`src/rtl/atlg_pkg.sv`:
```
// Package for the axis tick label generator: widths, job struct, state enum, powers of ten.
// No dependencies.
package atlg_pkg;
  localparam int unsigned ValueBits  = 48;
  localparam int unsigned OutBits    = 50;
  localparam int unsigned FracDigits = 6;
  localparam int unsigned TicksLo    = 2;
  localparam int unsigned TicksHi    = 40;
  localparam int unsigned MaxTicks   = 62;
  localparam int unsigned Pow10Max   = 15;

  localparam logic [2:0] RegTickCount = 3'd0;

  typedef logic signed [ValueBits-1:0] val_t;
  typedef logic [OutBits-1:0] uval_t;

  // one classified range request handed from front to back
  typedef struct packed {
    logic  bad;
    val_t  mn;
    val_t  mx;
    logic [5:0] m;
  } job_t;

  typedef enum logic [3:0] {
    B_IDLE, B_SPAN, B_RANGE, B_DIV, B_NICE, B_LOG, B_GMIN, B_GMAX, B_EMIT
  } back_state_e;

  // powers of ten up to 10^15, looked up
  function automatic uval_t pow10(input logic [3:0] e);
    uval_t p;
    unique case (e)
      4'd0:  p = 50'd1;
      4'd1:  p = 50'd10;
      4'd2:  p = 50'd100;
      4'd3:  p = 50'd1000;
      4'd4:  p = 50'd10000;
      4'd5:  p = 50'd100000;
      4'd6:  p = 50'd1000000;
      4'd7:  p = 50'd10000000;
      4'd8:  p = 50'd100000000;
      4'd9:  p = 50'd1000000000;
      4'd10: p = 50'd10000000000;
      4'd11: p = 50'd100000000000;
      4'd12: p = 50'd1000000000000;
      4'd13: p = 50'd10000000000000;
      4'd14: p = 50'd100000000000000;
      4'd15: p = 50'd1000000000000000;
    endcase
    return p;
  endfunction
endpackage

```
`src/rtl/atlg_front.sv`:
```
// Front part: accepts range items, saturates tick count, flags empty ranges.
// Depends on atlg_pkg.
module atlg_front import atlg_pkg::*; (
  input  logic       clk_i,
  input  logic       rst_ni,
  input  logic       in_valid,
  output logic       in_stall,
  input  val_t       data_min_i,
  input  val_t       data_max_i,
  input  logic [5:0] tick_count_i,
  output logic       job_valid_o,
  output job_t       job_o,
  input  logic       job_pop_i
);
  // two-entry queue
  job_t       mem_q [2];
  logic       wp_q, rp_q;
  logic [1:0] cnt_q;
  logic       push;
  logic [5:0] n;
  job_t       nj;

  assign in_stall = (cnt_q == 2'd2);
  assign push     = in_valid && !in_stall;

  // classify
  always_comb begin
    n = tick_count_i;
    if (n < 6'(TicksLo)) n = 6'(TicksLo);
    if (n > 6'(TicksHi)) n = 6'(TicksHi);
    nj.bad = (data_max_i <= data_min_i);
    nj.mn  = data_min_i;
    nj.mx  = data_max_i;
    nj.m   = n - 6'd1;
  end

  always_ff @(posedge clk_i) begin
    if (push) mem_q[wp_q] <= nj;
  end

  always_ff @(posedge clk_i or negedge rst_ni) begin
    if (!rst_ni) begin
      wp_q <= 1'b0; rp_q <= 1'b0; cnt_q <= 2'd0;
    end else begin
      if (push) wp_q <= !wp_q;
      if (job_pop_i) rp_q <= !rp_q;
      cnt_q <= cnt_q + 2'(push) - 2'(job_pop_i);
    end
  end

  assign job_valid_o = (cnt_q != 2'd0);
  assign job_o       = mem_q[rp_q];
endmodule

```
`src/rtl/atlg_divider.sv`:
```
// Shared restoring divider: 51-bit unsigned dividend by 51-bit divisor, one bit a cycle.
// Depends on atlg_pkg.
module atlg_divider import atlg_pkg::*; (
  input  logic        clk_i,
  input  logic        rst_ni,
  input  logic        start_i,
  input  logic [50:0] num_i,
  input  logic [50:0] den_i,
  output logic        done_o,
  output logic [50:0] quo_o,
  output logic [50:0] rem_o
);
  logic [50:0] quo_q, rem_q, den_q;
  logic [5:0]  cnt_q;
  logic        busy_q;
  logic [51:0] trial;

  assign trial = {rem_q, quo_q[50]} - {1'b0, den_q};

  // shift one quotient bit per cycle
  always_ff @(posedge clk_i or negedge rst_ni) begin
    if (!rst_ni) begin
      busy_q <= 1'b0; cnt_q <= '0; done_o <= 1'b0;
      quo_q <= '0; rem_q <= '0; den_q <= '0;
    end else begin
      done_o <= 1'b0;
      if (start_i) begin
        busy_q <= 1'b1; cnt_q <= 6'd51;
        quo_q <= num_i; rem_q <= '0; den_q <= den_i;
      end else if (busy_q) begin
        if (!trial[51]) begin
          rem_q <= trial[50:0];
          quo_q <= {quo_q[49:0], 1'b1};
        end else begin
          rem_q <= {rem_q[49:0], quo_q[50]};
          quo_q <= {quo_q[49:0], 1'b0};
        end
        cnt_q <= cnt_q - 6'd1;
        if (cnt_q == 6'd1) begin
          busy_q <= 1'b0; done_o <= 1'b1;
        end
      end
    end
  end

  assign quo_o = quo_q;
  assign rem_o = rem_q;
endmodule

```
`src/rtl/atlg_back.sv`:
```
// Back part: nice span and spacing, grid ends, tick emission with output register.
// Depends on atlg_pkg and atlg_divider.
module atlg_back import atlg_pkg::*; (
  input  logic        clk_i,
  input  logic        rst_ni,
  input  logic        job_valid_i,
  input  job_t        job_i,
  output logic        job_pop_o,
  output logic        out_valid,
  input  logic        out_stall,
  output logic signed [OutBits-1:0] tick_value_o,
  output uval_t       tick_spacing_o,
  output logic [2:0]  frac_digits_o,
  output logic        is_last_o,
  output logic        bad_range_o
);
  back_state_e st_q, st_d;
  job_t        job_q;
  uval_t       span_q, q_q, d_q;
  logic [5:0]  r_q;
  logic [3:0]  e_q;
  logic [2:0]  nfrac_q;
  logic signed [50:0] v_q, gmax_q;
  logic [5:0]  cnt_q;
  logic        ovalid_q;
  logic        load;
  logic        div_start;
  logic [50:0] div_num, div_den, quo, rem;
  logic        div_done;
  uval_t       p, nice_range;
  logic [51:0] tq, p_ext;
  logic signed [50:0] dd, rem_s, mn_s, mx_s, grid_lo, grid_hi;
  logic [50:0] absv;

  atlg_divider u_div (
    .clk_i, .rst_ni, .start_i(div_start), .num_i(div_num), .den_i(div_den),
    .done_o(div_done), .quo_o(quo), .rem_o(rem)
  );

  assign load  = !ovalid_q || !out_stall;
  assign p     = pow10(e_q);
  assign p_ext = 52'(p);
  assign dd    = 51'(d_q);
  assign tq    = {1'b0, q_q, 1'b0} + 52'({r_q, 1'b0} >= {1'b0, job_q.m});
  assign rem_s = $signed(rem);
  assign mn_s  = {{3{job_q.mn[ValueBits-1]}}, job_q.mn};
  assign mx_s  = {{3{job_q.mx[ValueBits-1]}}, job_q.mx};

  // round the span up to 1, 2, 5 or 10 times its decade
  always_comb begin
    if (span_q <= p) nice_range = p;
    else if (span_q <= uval_t'(2) * p) nice_range = uval_t'(2) * p;
    else if (span_q <= uval_t'(5) * p) nice_range = uval_t'(5) * p;
    else nice_range = uval_t'(10) * p;
  end

  // grid ends from the remainder of |x| / d: floor for min, ceil for max
  assign grid_lo = job_q.mn[ValueBits-1] ? mn_s + rem_s - ((rem != '0) ? dd : 51'sd0)
                                         : mn_s - rem_s;
  assign grid_hi = job_q.mx[ValueBits-1] ? mx_s + rem_s
                                         : mx_s - rem_s + ((rem != '0) ? dd : 51'sd0);

  // next state
  always_comb begin
    st_d = st_q;
    unique case (st_q)
      B_IDLE:  if (job_valid_i) st_d = B_SPAN;
      B_SPAN:  st_d = job_q.bad ? B_EMIT : (e_q == 4'(Pow10Max) ||
                 pow10(e_q + 4'd1) > span_q) ? B_RANGE : B_SPAN;
      B_RANGE: st_d = B_DIV;
      B_DIV:   if (div_done) st_d = B_NICE;
      B_NICE:  if (q_q == '0 || e_q == 4'(Pow10Max) || pow10(e_q + 4'd1) > q_q)
                 st_d = B_LOG;
      B_LOG:   if (e_q == 4'(Pow10Max) || pow10(e_q + 4'd1) > d_q) st_d = B_GMIN;
      B_GMIN:  if (div_done) st_d = B_GMAX;
      B_GMAX:  if (div_done) st_d = B_EMIT;
      B_EMIT:  if (load && (job_q.bad || v_q == gmax_q || cnt_q == 6'(MaxTicks - 1)))
                 st_d = B_IDLE;
      default: st_d = B_IDLE;
    endcase
  end

  // divider controls
  always_comb begin
    job_pop_o = (st_q == B_IDLE) && job_valid_i;
    div_start = 1'b0;
    div_num   = '0;
    div_den   = '0;
    absv      = '0;
    unique case (st_q)
      B_RANGE: begin
        div_start = 1'b1; div_num = 51'(nice_range); div_den = 51'(job_q.m);
      end
      B_LOG: if (st_d == B_GMIN) begin
        absv = job_q.mn[ValueBits-1] ? 51'(-mn_s) : 51'(mn_s);
        div_start = 1'b1; div_num = absv; div_den = 51'(d_q);
      end
      B_GMIN: if (div_done) begin
        absv = job_q.mx[ValueBits-1] ? 51'(-mx_s) : 51'(mx_s);
        div_start = 1'b1; div_num = absv; div_den = 51'(d_q);
      end
      default: ;
    endcase
  end

  always_ff @(posedge clk_i or negedge rst_ni) begin
    if (!rst_ni) begin
      st_q <= B_IDLE; ovalid_q <= 1'b0; cnt_q <= '0;
      job_q <= '0; span_q <= '0; q_q <= '0; d_q <= '0; r_q <= '0; e_q <= '0;
      nfrac_q <= '0; v_q <= '0; gmax_q <= '0;
      tick_value_o <= '0; tick_spacing_o <= '0; frac_digits_o <= '0;
      is_last_o <= 1'b0; bad_range_o <= 1'b0;
    end else begin
      st_q <= st_d;
      if (load) ovalid_q <= (st_q == B_EMIT);
      unique case (st_q)
        B_IDLE: if (job_valid_i) begin
          job_q <= job_i; e_q <= '0; cnt_q <= '0;
          span_q <= uval_t'({{3{job_i.mx[ValueBits-1]}}, job_i.mx} -
                            {{3{job_i.mn[ValueBits-1]}}, job_i.mn});
        end
        B_SPAN: if (st_d == B_SPAN) e_q <= e_q + 4'd1;
        B_DIV: if (div_done) begin
          q_q <= uval_t'(quo); r_q <= rem[5:0]; e_q <= '0;
        end
        B_NICE: if (st_d == B_LOG) begin
          e_q <= '0;
          if (q_q == '0) d_q <= uval_t'(1);
          else if (tq < 52'd3 * p_ext) d_q <= p;
          else if (tq < 52'd6 * p_ext) d_q <= uval_t'(2) * p;
          else if (tq < 52'd14 * p_ext) d_q <= uval_t'(5) * p;
          else d_q <= uval_t'(10) * p;
        end else e_q <= e_q + 4'd1;
        B_LOG: if (st_d == B_GMIN) begin
          nfrac_q <= (e_q >= 4'(FracDigits)) ? 3'd0 : 3'(4'(FracDigits) - e_q);
        end else e_q <= e_q + 4'd1;
        B_GMIN: if (div_done) v_q <= grid_lo;
        B_GMAX: if (div_done) gmax_q <= grid_hi;
        B_EMIT: if (load) begin
          bad_range_o <= job_q.bad;
          if (job_q.bad) begin
            tick_value_o <= '0; tick_spacing_o <= '0; frac_digits_o <= '0;
            is_last_o <= 1'b1;
          end else begin
            tick_value_o <= v_q[OutBits-1:0]; tick_spacing_o <= d_q;
            frac_digits_o <= nfrac_q;
            is_last_o <= (v_q == gmax_q) || (cnt_q == 6'(MaxTicks - 1));
            v_q <= v_q + dd; cnt_q <= cnt_q + 6'd1;
          end
        end
        default: ;
      endcase
    end
  end

  assign out_valid = ovalid_q;
endmodule

```
`src/rtl/axis_tick_label_generator_core.sv`:
```
// Axis tick label generator: range items in, one transfer per tick out.
// Depends on atlg_pkg, atlg_front, atlg_back.
//
// Usage: write tick_count (address 0) over APB while idle; reset value 5.
// Each input transfer carries data_min/data_max (units of 1e-6). The block
// answers with one output transfer per tick from floor(min/d)*d up to
// ceil(max/d)*d, at most 62 ticks, is_last set on the final one; an empty
// range gives a single transfer with bad_range set.
// Each item takes three power-of-ten searches and three passes of one
// shared bit-serial divider (spacing, then the two grid ends) before its
// first tick; then one tick per cycle while the receiver takes them.
// The back part works on one item at a time. A two-entry queue lets the
// front accept items while the back is busy. A stalled output holds its
// payload; emission pauses.
// Reset clears queue, state and output valid.
module axis_tick_label_generator_core import atlg_pkg::*; (
  input  logic        clk_i,
  input  logic        rst_ni,
  input  logic        in_valid,
  output logic        in_stall,
  input  val_t        data_min_i,
  input  val_t        data_max_i,
  output logic        out_valid,
  input  logic        out_stall,
  output logic signed [OutBits-1:0] tick_value_o,
  output uval_t       tick_spacing_o,
  output logic [2:0]  frac_digits_o,
  output logic        is_last_o,
  output logic        bad_range_o,
  input  logic        psel,
  input  logic        penable,
  input  logic        pwrite,
  input  logic [2:0]  paddr,
  input  logic [31:0] pwdata,
  output logic [31:0] prdata,
  output logic        pready
);
  logic [5:0] tick_count_q;
  logic       job_valid, job_pop;
  job_t       job;

  assign pready = 1'b1;
  assign prdata = (paddr == RegTickCount) ? 32'(tick_count_q) : '0;

  // register write
  always_ff @(posedge clk_i or negedge rst_ni) begin
    if (!rst_ni) tick_count_q <= 6'd5;
    else if (psel && penable && pwrite && paddr == RegTickCount)
      tick_count_q <= pwdata[5:0];
  end

  atlg_front u_front (
    .clk_i, .rst_ni, .in_valid, .in_stall, .data_min_i, .data_max_i,
    .tick_count_i(tick_count_q), .job_valid_o(job_valid), .job_o(job),
    .job_pop_i(job_pop)
  );

  atlg_back u_back (
    .clk_i, .rst_ni, .job_valid_i(job_valid), .job_i(job), .job_pop_o(job_pop),
    .out_valid, .out_stall, .tick_value_o, .tick_spacing_o, .frac_digits_o,
    .is_last_o, .bad_range_o
  );
endmodule

```
`config.mk`:
```
export PLATFORM = sky130hd
export DESIGN_NAME = axis_tick_label_generator_core
export DESIGN_NICKNAME = d
export VERILOG_FILES = /design/src/rtl/atlg_pkg.sv /design/src/rtl/atlg_front.sv /design/src/rtl/atlg_divider.sv /design/src/rtl/atlg_back.sv /design/src/rtl/axis_tick_label_generator_core.sv
export SDC_FILE = /design/constraint.sdc
export NUM_CORES = 2
export LEC_CHECK = 0
export BUFFER_PORTS_ARGS = -buffer_cell sky130_fd_sc_hd__buf_2
export CAP_MARGIN = 10
export CORE_MARGIN = 2
export CORE_UTILIZATION = 55
export CTS_BUF_LIST = sky130_fd_sc_hd__clkbuf_4
export DETAILED_ROUTE_END_ITERATION = 10
export GPL_ROUTABILITY_DRIVEN = 0
export HOLD_SLACK_MARGIN = 0.02
export PLACE_DENSITY_LB_ADDON = 0.3
export REMOVE_ABC_BUFFERS = 1
export SYNTH_ARGS = -nofsm -noshare
export SYNTH_HDL_FRONTEND = slang
export SYNTH_SLANG_ARGS = --single-unit
```
`constraint.sdc`:
```
create_clock -name clk_i -period 7.7 [get_ports clk_i]
set_clock_uncertainty 0.1 [all_clocks]
set_input_delay 0.77 -clock clk_i [delete_from_list [all_inputs] [get_ports clk_i]]
set_output_delay 0.77 -clock clk_i [all_outputs]
set_load 0.1 [all_outputs]
```
==> results.tsv <==
metric	value	unit
Min-Delay Path Class	in -> reg	
leading cell type in the layout, fill and taps excluded	ha_1	
Top Metal Used	met5	
die height	390.0	um
Synth Warn #	0	
first-pass GRT wire length	449000	um
post-route design area	91230	um2
CTS tree	done	
Cell Area, Synth	81940	um2
Initial DRT Pass Iterations	10	
critical path class	reg -> reg	
area of the multi-input gates	55020	um2
Die W	390.0	um
Post-synth EDFFs	206	
status	completed	
Worst slew margin	4.804	%
largest net degree at the start of global routing	151	
Worst EP arrival	8500	ps
DR WL/cell	24.63	um
synthesized flop and latch total	859	
TritonCTS Buffers	234	
Critical Path Source Type	register	
synth top area cells	dfrtp_1, ha_1, edfxtp_1	
Vias per Instance	6.489	
grt ovf	0	
CP Capture Type	register	
most frequent cells in the layout	ha_1, nand2_1, o21ai_0	
end-of-flow core utilization	61.71	%
final wirelength	304700	um
Clock Latency Late Sink	1340	ps
final max-slew violation count	0	
Synth Flop Type	dfrtp_1	
Synth top area share	19.88	%
routed length on met2	125300	um
instance count of the mapped netlist	9737	
dpl hpwl	237100	um
Final setup violation count	0	
Worst EP required	8680	ps
core footprint	147800	um2
post-synthesis sequential area ratio	27.50	%
CP dominant cell by count	buf_4	
minimum clock period	7518	ps
clock sinks	859	
# rows	141	
Async SR Flop Fraction	76.02	%
final period utilization	97.63	%
Synth cell types	98	
H-tree depth	4	
met3 WL post-DR	37910	um
register area	22550	um2
Critical Path Max Stage Delay	530	ps
drt drc	0	
Synth area leader	dfrtp_1	
worst-case clock buffer depth	3	
I/O Pins	278	
Port Buffers	224	
share of cells above drive strength 1	11.52	%
clk slew on worst S/H paths	90	ps
DR vias	80260	
Avg Cell Area, Syn	8.415	um2
Tot GR Track Use	38.70	%
actual slew at the worst max-slew pin	1408	ps
vias in the first global route	75210	
max cap viols	0	
initial antenna violation count	24	
die footprint	152100	um2
clk root buf	clkbuf_4	
Layout area overhead	11.34	%
Layout Nets	11510	
f_max	133.0	MHz
final hold violation count	0	
# fillers	12780	
Final ANT Viol Nets	0	
Initial Utilization	55.42	%
routed length on met1	114000	um
Cell Area, Placed	86430	um2
Starting DRT DRC Count	10440	
Crit-path slowest cell	or4_4	
Worst Path Max Fanout	11	
[synthesized netlist by cell type (19+ instances only)]
library cell  count
and3_1           70
or4_1            19
or3_1            24
or2_2            25
nor3_1          129
nand2_1         956
clkbuf_1        338
o31ai_1         119
fa_1            134
and2_1           46
buf_1            36
a221oi_1         41
a31oi_1          85
o211ai_1         78
o22ai_1          25
o41ai_1          24
nor2b_1          83
nor4_1           65
a211o_1          19
a211oi_1         88
inv_1           882
nand2b_1        156
and4_1           20
a22oi_1          45
o21bai_1         60
o21a_1           66
xor2_1          197
edfxtp_1        206
buf_4            27
a221o_1          41
nor2_1          530
nand3_1         183
xnor2_1         409
dfrtp_1         651
o21ai_0         896
mux2i_1         172
a21oi_1         807
mux2_2          136
nand4_1         168
ha_1           1006
a21o_1          372
[final cells by class]
| type | count | share of cell area [%] |
|---|---|---|
| Inverter | 893 | 3.685 |
| Clock inverter | 75 | 0.4526 |
| Clock buffer | 355 | 2.921 |
| Tap cell | 1930 | 2.647 |
| Antenna cell | 12 | 0.03292 |
| Multi-Input combinational cell | 7606 | 60.31 |
| Sequential cell | 859 | 24.72 |
| Timing Repair Buffer | 639 | 5.238 |
[worst max-delay path: cells and delay by family, from the launching register on]
kind	cells	cell delay (ps)
flops	1	440
mux	1	130
xor+xnor	1	140
fa+ha+maj	4	890
compound gates	16	3350
buf+inv	6	890
simple gates	6	1390
[cell families (layout without fill, tap and decap cells)]
family,after synthesis,in the layout,share of synthesized area (%)
compound gates,2991,2991,22.67
simple gates,2526,2526,14.54
buf+inv,1298,1962,6.084
fa+ha+maj,1143,1143,18.67
flops,859,859,27.50
xor+xnor,607,607,6.507
mux,311,311,4.025
other cells,2,40,0.009165
[layer usage]
layer  track usage (%)  vias to the layer above
li1                  -                    36060
met1             48.71                    37760
met2             56.16                     5170
met3             11.59                     1255
met4             28.34                       20
met5                 0                        -
[state kept, by name, summed over array words and instances, names as in the netlist, 4 cells and up]
name	cells
tick_count_q	6
u_back.cnt_q	6
u_back.d_q	50
u_back.e_q	4
u_back.gmax_q	51
u_back.job_q	103
u_back.q_q	50
u_back.r_q	6
u_back.span_q	49
u_back.st_q	4
u_back.tick_spacing_o	50
u_back.tick_value_o	50
u_back.u_div.cnt_q	6
u_back.u_div.den_q	50
u_back.u_div.quo_o	51
u_back.u_div.rem_o	51
u_back.v_q	51
u_front.mem_q	206
[per-stage QoR]
step	setup TNS [ps]	worst slack (ps)	hold WS (ps)	instances
final	0	182.4	109.2	12370
after global routing	-287.4	-68.88	77.97	12360
after CTS	0	40.25	52.38	12350
after detailed placement	-7401	-258.2	361.4	11800
after global placement	-333.1	-78.78	355.7	11800
after floorplan	-1056650	-4656	349.6	9358
[final timing paths]
path | from | to | slack, ps | depth (start not counted)
setup / recovery | u_back.e_q[0] | u_back.d_q[39] | 180 | 34
hold / removal | data_min_i[13] | u_front.mem_q[0][67] | 110 | 2
setup reg to reg | u_back.e_q[0] | u_back.d_q[39] | 180 | 34
hold reg to reg | u_back.tick_spacing_o[42] | u_back.tick_spacing_o[42] | 370 | 2
max in group asynchronous | rst_ni | u_back.job_q[101] | 5450 | 4
min in group asynchronous | rst_ni | u_back.tick_spacing_o[7] | 520 | 3
[timing repair]
item / CTS / global route
resized for setup: 17 / 79
buffers inserted: 1 / 9
cloned: 1 / 0
hold buffers: 113 / 0
endpoints found under the setup margin: 50 / 100
endpoints found under the hold margin: 312 / 0
pin swaps: 3 / 23
Power is not shown: default switching activity piles up to over one toggle a cycle in this logic, so the estimate is an artifact.
